==> config.mk <==
export PLATFORM = sky130hd
export DESIGN_NAME = dhcp_hostname_extractor_core
export DESIGN_NICKNAME = d
export VERILOG_FILES = /design/src/design/dhe_pkg.sv /design/src/design/dhe_ctrl.sv /design/src/design/dhe_dp.sv /design/src/design/dhcp_hostname_extractor_core.sv
export SDC_FILE = /design/constraint.sdc
export NUM_CORES = 1
export LEC_CHECK = 0
export BUFFER_PORTS_ARGS = -buffer_cell sky130_fd_sc_hd__buf_2
export CAP_MARGIN = 25
export CORE_MARGIN = 2
export CORE_UTILIZATION = 56
export CTS_CLUSTER_DIAMETER = 80
export DETAILED_ROUTE_END_ITERATION = 6
export GPL_TIMING_DRIVEN = 0
export PLACE_DENSITY = 0.8
export SETUP_SLACK_MARGIN = 0.05
export SLEW_MARGIN = 5
export SYNTH_ARGS = -nofsm -noshare
export SYNTH_HDL_FRONTEND = slang
export SYNTH_SLANG_ARGS = --single-unit
==> constraint.sdc <==
create_clock -name clk_i -period 4 [get_ports clk_i]
set_input_delay 0.2 -clock clk_i [delete_from_list [all_inputs] [get_ports clk_i]]
set_output_delay 0.2 -clock clk_i [all_outputs]
set_load 0.02 [all_outputs]
==> src/design/dhe_pkg.sv <==
// Shared constants and types for the DHCP host name extractor.
`timescale 1ns / 1ps
`default_nettype none
package dhe_pkg;

  localparam int MinLen     = 43;
  localparam int MacFirst   = 28;
  localparam int MacLast    = 33;
  localparam int HdrLast    = 239;

  localparam logic [7:0] OPT_PAD      = 8'd0;
  localparam logic [7:0] OPT_HOSTNAME = 8'd12;
  localparam logic [7:0] OPT_END      = 8'd255;

  localparam logic [1:0] STATUS_OK      = 2'd0;
  localparam logic [1:0] STATUS_SHORT   = 2'd1;
  localparam logic [1:0] STATUS_NO_NAME = 2'd2;

  localparam logic [2:0] PH_HEADER  = 3'd0;
  localparam logic [2:0] PH_CODE    = 3'd1;
  localparam logic [2:0] PH_LEN     = 3'd2;
  localparam logic [2:0] PH_SKIP    = 3'd3;
  localparam logic [2:0] PH_NAMELEN = 3'd4;
  localparam logic [2:0] PH_NAME    = 3'd5;
  localparam logic [2:0] PH_DONE    = 3'd6;

  typedef struct packed {
    logic take;
    logic fetch;
    logic load;
    logic adv;
    logic clear;
  } dhe_cmd_t;

endpackage
`default_nettype wire

==> src/design/dhe_ctrl.sv <==
// Controller: receive, fetch, load and result hand-off sequencing.
`timescale 1ns / 1ps
`default_nettype none
module dhe_ctrl
  import dhe_pkg::*;
(
  input  wire logic     clk_i,
  input  wire logic     rst_ni,
  input  wire logic     in_valid_i,
  input  wire logic     last_byte_i,
  input  wire logic     out_ready_i,
  input  wire logic     out_last_i,
  output logic          in_ready_o,
  output logic          out_valid_o,
  output dhe_cmd_t      cmd_o
);

  localparam logic [1:0] S_RX    = 2'd0;
  localparam logic [1:0] S_FETCH = 2'd1;
  localparam logic [1:0] S_LOAD  = 2'd2;
  localparam logic [1:0] S_SHOW  = 2'd3;

  logic [1:0] state_q, state_d;
  logic       in_acc, out_acc;

  assign in_ready_o  = (state_q == S_RX);
  assign out_valid_o = (state_q == S_SHOW);
  assign in_acc      = in_valid_i && in_ready_o;
  assign out_acc     = out_valid_o && out_ready_i;

  always_comb begin
    state_d     = state_q;
    cmd_o       = '0;
    cmd_o.take  = in_acc;
    case (state_q)
      S_RX: begin
        if (in_acc && last_byte_i) state_d = S_FETCH;
      end
      S_FETCH: begin
        cmd_o.fetch = 1'b1;
        state_d     = S_LOAD;
      end
      S_LOAD: begin
        cmd_o.load = 1'b1;
        state_d    = S_SHOW;
      end
      S_SHOW: begin
        if (out_acc) begin
          if (out_last_i) begin
            cmd_o.clear = 1'b1;
            state_d     = S_RX;
          end else begin
            cmd_o.adv = 1'b1;
          end
        end
      end
      default: state_d = S_RX;
    endcase
  end

  always_ff @(posedge clk_i or negedge rst_ni) begin
    if (!rst_ni) begin
      state_q <= S_RX;
    end else begin
      state_q <= state_d;
    end
  end

endmodule
`default_nettype wire

==> src/design/dhe_dp.sv <==
// Datapath: option walker, name memory and result registers.
`timescale 1ns / 1ps
`default_nettype none
module dhe_dp
  import dhe_pkg::*;
#(
  parameter int MAX_PACKET = 16384,
  parameter int NAME_DEPTH = 63
) (
  input  wire logic        clk_i,
  input  wire logic        rst_ni,
  input  wire dhe_cmd_t    cmd_i,
  input  wire logic [7:0]  data_byte_i,
  output logic             out_last_o,
  output logic [47:0]      client_mac_o,
  output logic [1:0]       status_o,
  output logic [5:0]       name_length_o,
  output logic [7:0]       name_byte_o,
  output logic [5:0]       name_index_o
);

  localparam int OW  = $clog2(MAX_PACKET + 1);
  localparam int NAW = (NAME_DEPTH > 1) ? $clog2(NAME_DEPTH) : 1;

  logic [OW-1:0] off_q, off_d;
  logic [47:0]   mac_q, mac_d;
  logic [2:0]    phase_q, phase_d;
  logic [7:0]    skip_q, skip_d;
  logic [5:0]    count_q, count_d;
  logic [7:0]    left_q, left_d;
  logic          closed_q, closed_d;
  logic          wr_en;
  logic [7:0]    skip_dec, left_dec;

  logic [7:0]    mem [NAME_DEPTH];
  logic [7:0]    rd_data_q;
  logic [6:0]    rd_addr;

  logic [1:0]    status;
  logic [5:0]    idx_q;
  logic          last_q;

  assign skip_dec = (skip_q != 8'd0) ? skip_q - 8'd1 : 8'd0;
  assign left_dec = (left_q != 8'd0) ? left_q - 8'd1 : 8'd0;

  always_comb begin
    off_d    = off_q;
    mac_d    = mac_q;
    phase_d  = phase_q;
    skip_d   = skip_q;
    count_d  = count_q;
    left_d   = left_q;
    closed_d = closed_q;
    wr_en    = 1'b0;
    if (cmd_i.clear) begin
      off_d    = '0;
      mac_d    = '0;
      phase_d  = PH_HEADER;
      skip_d   = '0;
      count_d  = '0;
      left_d   = '0;
      closed_d = 1'b0;
    end else if (cmd_i.take && (off_q < OW'(MAX_PACKET))) begin
      off_d = off_q + OW'(1);
      if ((off_q >= OW'(MacFirst)) && (off_q <= OW'(MacLast))) begin
        mac_d = {mac_q[39:0], data_byte_i};
      end
      case (phase_q)
        PH_HEADER: begin
          if (off_q == OW'(HdrLast)) phase_d = PH_CODE;
        end
        PH_CODE: begin
          if (data_byte_i == OPT_PAD) begin
            phase_d = PH_CODE;
          end else if (data_byte_i == OPT_END) begin
            phase_d = PH_DONE;
          end else if (data_byte_i == OPT_HOSTNAME) begin
            phase_d = PH_NAMELEN;
          end else begin
            phase_d = PH_LEN;
          end
        end
        PH_LEN: begin
          skip_d  = data_byte_i;
          phase_d = (data_byte_i != 8'd0) ? PH_SKIP : PH_CODE;
        end
        PH_SKIP: begin
          skip_d = skip_dec;
          if (skip_dec == 8'd0) phase_d = PH_CODE;
        end
        PH_NAMELEN: begin
          left_d  = data_byte_i;
          phase_d = (data_byte_i != 8'd0) ? PH_NAME : PH_DONE;
        end
        PH_NAME: begin
          if (!closed_q) begin
            if (data_byte_i == 8'd0) begin
              closed_d = 1'b1;
            end else if (count_q < 6'(NAME_DEPTH)) begin
              wr_en   = 1'b1;
              count_d = count_q + 6'd1;
            end
          end
          left_d = left_dec;
          if (left_dec == 8'd0) phase_d = PH_DONE;
        end
        default: ;
      endcase
    end
  end

  always_ff @(posedge clk_i or negedge rst_ni) begin
    if (!rst_ni) begin
      off_q    <= '0;
      mac_q    <= '0;
      phase_q  <= PH_HEADER;
      skip_q   <= '0;
      count_q  <= '0;
      left_q   <= '0;
      closed_q <= 1'b0;
    end else begin
      off_q    <= off_d;
      mac_q    <= mac_d;
      phase_q  <= phase_d;
      skip_q   <= skip_d;
      count_q  <= count_d;
      left_q   <= left_d;
      closed_q <= closed_d;
    end
  end

  always_ff @(posedge clk_i) begin
    if (wr_en) mem[count_q[NAW-1:0]] <= data_byte_i;
  end

  always_comb begin
    if (cmd_i.fetch) begin
      rd_addr = 7'd0;
    end else if (cmd_i.load) begin
      rd_addr = 7'd1;
    end else if (cmd_i.adv) begin
      rd_addr = {1'b0, idx_q} + 7'd2;
    end else begin
      rd_addr = {1'b0, idx_q} + 7'd1;
    end
  end

  always_ff @(posedge clk_i) begin
    if (rd_addr < 7'(NAME_DEPTH)) rd_data_q <= mem[rd_addr[NAW-1:0]];
  end

  always_comb begin
    if (off_q < OW'(MinLen)) begin
      status = STATUS_SHORT;
    end else if (count_q == 6'd0) begin
      status = STATUS_NO_NAME;
    end else begin
      status = STATUS_OK;
    end
  end

  always_ff @(posedge clk_i) begin
    if (cmd_i.load) begin
      client_mac_o  <= (status == STATUS_SHORT) ? 48'd0 : mac_q;
      status_o      <= status;
      name_length_o <= (status == STATUS_OK) ? count_q : 6'd0;
      name_byte_o   <= (status == STATUS_OK) ? rd_data_q : 8'd0;
      idx_q         <= 6'd0;
      last_q        <= (status != STATUS_OK) || (count_q == 6'd1);
    end else if (cmd_i.adv) begin
      name_byte_o <= rd_data_q;
      idx_q       <= idx_q + 6'd1;
      last_q      <= ({1'b0, idx_q} + 7'd2) == {1'b0, count_q};
    end
  end

  assign name_index_o = idx_q;
  assign out_last_o   = last_q;

endmodule
`default_nettype wire

==> src/design/dhcp_hostname_extractor_core.sv <==
// Top level of the DHCP host name extractor.
// Payload bytes are taken one item per cycle for the whole packet; the option walker
// parses each byte as it arrives. After the item marked last the block stops taking
// input while the name memory read is primed, then hands out one result per cycle
// while out_ready_i is high (one per kept name byte, or a single status result),
// paced by the single read port of the name memory. Input resumes in the cycle
// after the final result is taken. No clearing pass is needed after reset.
`timescale 1ns / 1ps
`default_nettype none
module dhcp_hostname_extractor_core
  import dhe_pkg::*;
#(
  parameter int MAX_PACKET = 16384,
  parameter int NAME_DEPTH = 63
) (
  input  wire logic        clk_i,
  input  wire logic        rst_ni,
  input  wire logic        in_valid_i,
  output logic             in_ready_o,
  input  wire logic [7:0]  data_byte_i,
  input  wire logic        last_byte_i,
  output logic             out_valid_o,
  input  wire logic        out_ready_i,
  output logic [47:0]      client_mac_o,
  output logic [1:0]       status_o,
  output logic [5:0]       name_length_o,
  output logic [7:0]       name_byte_o,
  output logic [5:0]       name_index_o,
  output logic             last_result_o
);

  dhe_cmd_t cmd;
  logic     out_last;

  dhe_ctrl u_ctrl (
    .clk_i       (clk_i),
    .rst_ni      (rst_ni),
    .in_valid_i  (in_valid_i),
    .last_byte_i (last_byte_i),
    .out_ready_i (out_ready_i),
    .out_last_i  (out_last),
    .in_ready_o  (in_ready_o),
    .out_valid_o (out_valid_o),
    .cmd_o       (cmd)
  );

  dhe_dp #(
    .MAX_PACKET (MAX_PACKET),
    .NAME_DEPTH (NAME_DEPTH)
  ) u_dp (
    .clk_i         (clk_i),
    .rst_ni        (rst_ni),
    .cmd_i         (cmd),
    .data_byte_i   (data_byte_i),
    .out_last_o    (out_last),
    .client_mac_o  (client_mac_o),
    .status_o      (status_o),
    .name_length_o (name_length_o),
    .name_byte_o   (name_byte_o),
    .name_index_o  (name_index_o)
  );

  assign last_result_o = out_last;

endmodule
`default_nettype wire

==> results.cfg <==
[global_route]
grt_max_degree = 70
grt_use_total_pct = 32.58
grt_pass1_wl_um = 125900
grt_pass1_vias = 19780
grt_overflow = 0
antenna_found_initial = 0

[synth]
yosysWarnings = 0
synthMuxAreaShare_pct = 1.662
ys_seq_area_share_pct = 69.48
synth_ff_type = edfxtp_1
synth_xor_area_share_pct = 1.419
synth-compound-area-share_pct = 8.776
synthAdderAreaFrac_pct = 0.7052
synth_top_family_by_area = simple AND/OR/NAND/NOR gates
post-synth-top-area-cell = edfxtp_1
syn_area_um2 = 28390
syn_nets = 2295
synth_top_area_share_pct = 61.04
synth-simple-area-share_pct = 15.43
synth_edf_count = 577
synth.avg_cell_area_um2 = 12.53
synthArstFlopShare_pct = 13.50
synth_area_leaders = edfxtp_1 (61%), dfrtp_1 (8.0%), nand2_1 (6.8%)
synth_cell_type_count = 90
ys_ff_latch = 674
synthesis.instances = 2266

[detailed_routing]
drtIter0Drc = 3349
vias_per_cell = 6.469
vias = 20440
firstDrtPassIters = 7
wire_per_inst_um = 27.05
drc_errors = 1
antenna_left = 0
totalWireLength_um = 85460

[worst_setup_path]
crit_buf_inv = 1
cp_data_required_time_ns = 4.23
crit_start = u_ctrl.state_q[0]
path_cells = inv_1, ha_1, nand3b_1, nor2_1, o21ai_0, nor3_2, nor3b_2, nand3_1, nor2_1
critical-path-top-delay-family = simple AND/OR/NAND/NOR gates
worstPathArrival_ns = 4.19
regToRegStartpoint = u_ctrl.state_q[0]
crit_path_max_incr_delay_ns = 0.83
path_common_cell = nor2_1
critPathLaunchType = flip-flop
critPathKind = reg -> reg
crit_slowest_cell = nor2_1
cp-end-kind = flip-flop
cp_max_fo = 8

[sta]
fin_crit_sh_pct = 99.17
timing.final.ws_setup_ns = 0.03329
worst_slew_pin_slew_ns = 1.371
setup_viol = 0
relSlewSlack_pct = 8.633
max_freq_mhz = 252.1
slew_viol_final = 0
hold_viol = 0
fin_skew_ns = 0.02270
whs_ns = 0.05790
rsz0062_at_grt = yes
min_period_ns = 3.967

[final_layout]
drive_gt1_share_pct = 16.08
diodes = 0
num-fill-cells = 3579
post_layout_nonfiller_instances = 3159
fin_util_pct = 65.02
nets = 2465
areaGrowthSynthToFinish_pct = 14.68

[clocking]
cts_root_buf = clkbuf_16
cts_htree_levels = 3
cts_buffers = 66
cts.clk_slew.worst_paths_ns = 0.07
clock_path_buffers = 3
clock_latency_ns = 0.61
cts_sinks = 674
cts_tree = built

[placement]
hpwl_um = 56530
dp_slack_ns = -0.7957
portBuffers = 85
gp_congestion = 1.015
place_inst = 3030

[die]
die_area_um2 = 52510
core_area_um2 = 50070
start_util_pct = 56.69
die_w_um = 229.1
die_h_um = 229.1
core.rowCount = 82
ios = 86

[outcome]
status = finished, violations left
violations = DRC

[power_and_ir_drop]
peakVddDrop_mv = 0.5806
power_leakage_uw = 0.01139
p_per_area_nw_per_um2 = 661.7

[worst_hold_path]
min_from = out_ready_i
hp-class = in -> reg

[run]
maxCapViolCount = 0
[cells in the final DEF, fill, tap and decap left out, types with 9 or more instances in the layout]
| cell | instances |
|---|---|
| nand3_1 | 129 |
| clkbuf_16 | 71 |
| nor3_1 | 17 |
| a31oi_1 | 49 |
| nor4_1 | 11 |
| a221oi_1 | 23 |
| and3_1 | 37 |
| buf_4 | 34 |
| clkinv_2 | 12 |
| clkbuf_1 | 67 |
| a211oi_1 | 18 |
| mux2i_1 | 12 |
| a22oi_1 | 25 |
| nand4_1 | 13 |
| o21ai_0 | 52 |
| dfrtp_1 | 91 |
| nor2_4 | 40 |
| inv_1 | 18 |
| nor2_1 | 77 |
| xor2_1 | 25 |
| nand2_1 | 509 |
| nand2b_1 | 9 |
| a21oi_1 | 102 |
| and2_1 | 14 |
| o211ai_1 | 10 |
| nor2b_1 | 55 |
| edfxtp_1 | 577 |
| xnor2_1 | 15 |
| mux2_2 | 15 |
| buf_2 | 118 |
| nor2_2 | 21 |
| or3_1 | 9 |
| ha_1 | 15 |
[per-stage QoR]
step | area [µm²] | TNS (ns) | power (µW)
final | 32550 | 0 | 21540
after floorplan | 28390 | 0 | 12360
after global placement | 29650 | -259.90 | 14780
after detailed placement | 29820 | -97.30 | 14960
after global routing | 32550 | -10.22 | 22100
after CTS | 32220 | -30.20 | 21160
[cells by family (layout without fill, tap and decap cells)]
group	Yosys count	count (layout)
XOR/XNOR	43	43
AND/OR/NAND/NOR	978	978
buffers and inverters	153	374
multiplexers	36	36
flip-flops	674	674
AO/OA/AOI/OAI	366	366
adder cells (fa/ha/maj)	16	16
[report_power, final]
part           leakage [µW]  internal, µW  switching [µW]
logic               0.00385          2060            4940
registers           0.00649          8130             217
clock network       0.00104          3550            2640
total                0.0114         13700            7800
[worst paths after layout]
check / cells after the start / slack [ns] / endpoint
worst min-delay path: 3 / 0.06 / u_dp.phase_q[0]
min in group asynchronous: 2 / 0.07 / u_dp.mac_q[36]
worst max register to register: 9 / 0.03 / u_dp.mem[54][5]
worst min register to register: 2 / 0.51 / u_dp.mac_q[44]
worst max-delay path: 9 / 0.03 / u_dp.mem[54][5]
max in group asynchronous: 3 / 3.27 / u_dp.skip_q[3]
[synthesized netlist by cell type, drive strengths merged, types with 12 or more instances]
cell type	count
o21ai	55
nor3	22
a221oi	24
nor4	12
clkbuf	61
buf	74
ha	16
nand4	13
edfxtp	577
nor2b	55
dfrtp	91
xor2	26
mux2	16
a22oi	26
mux2i	15
a21oi	102
and3	37
nor2	138
a211oi	18
nand3	130
nand2	512
inv	18
and2	14
xnor2	17
a31oi	49
[worst register-to-register path, stage by stage, from the launching register on]
cell and delay [ns]:
dfrtp_1 0.41, inv_1 0.14, ha_1 0.28, nand3b_1 0.30, nor2_1 0.29, o21ai_0 0.19, nor3_2 0.37, nor3b_2 0.44
nand3_1 0.33, nor2_1 0.83
[sequential cells by signal (all words and copies together) (netlist names), 3 cells and up]
register and flops:
u_dp.off_q 15, u_dp.rd_data_q 8, u_dp.skip_q 8, u_dp.name_length_o 6, u_dp.phase_q 3, u_dp.count_q 6
u_dp.mac_q 48, u_dp.name_byte_o 8, u_dp.client_mac_o 48, u_dp.left_q 8, u_dp.mem 504, u_dp.name_index_o 6
[per-layer routing]
metal	GRT usage (%)	vias up	wire length (µm)
met2	50.56	1617	39510
met1	42.61	9886	30680
met3	8.902	282	10960
li1	-	8650	-
met4	16.27	0	4311
met5	0	-	0
[timing repair]
action                                 4_1_cts  5_1_grt
endpoints found under the hold margin       91        0
hold buffers                                 1        0
setup endpoints to repair                  512      512
gates resized for setup                     80       72
pin swaps                                    1        3
buffers inserted                             3        6
[layout make-up]
| cell class | instances | area (µm²) | share of cell area, % |
|---|---|---|---|
| plain buffers | 134 | 715.7 | 2.199 |
| clock buffers | 94 | 1923 | 5.908 |
| clock inverters | 25 | 212.7 | 0.6534 |
| inverters | 18 | 67.56 | 0.2076 |
| multi-input cells | 1439 | 8389 | 25.77 |
| flip-flops and latches | 674 | 19720 | 60.59 |
| well taps | 672 | 840.8 | 2.583 |
| repair buffers | 103 | 679.4 | 2.087 |
Note: power is estimated with default switching activity, not from simulation.
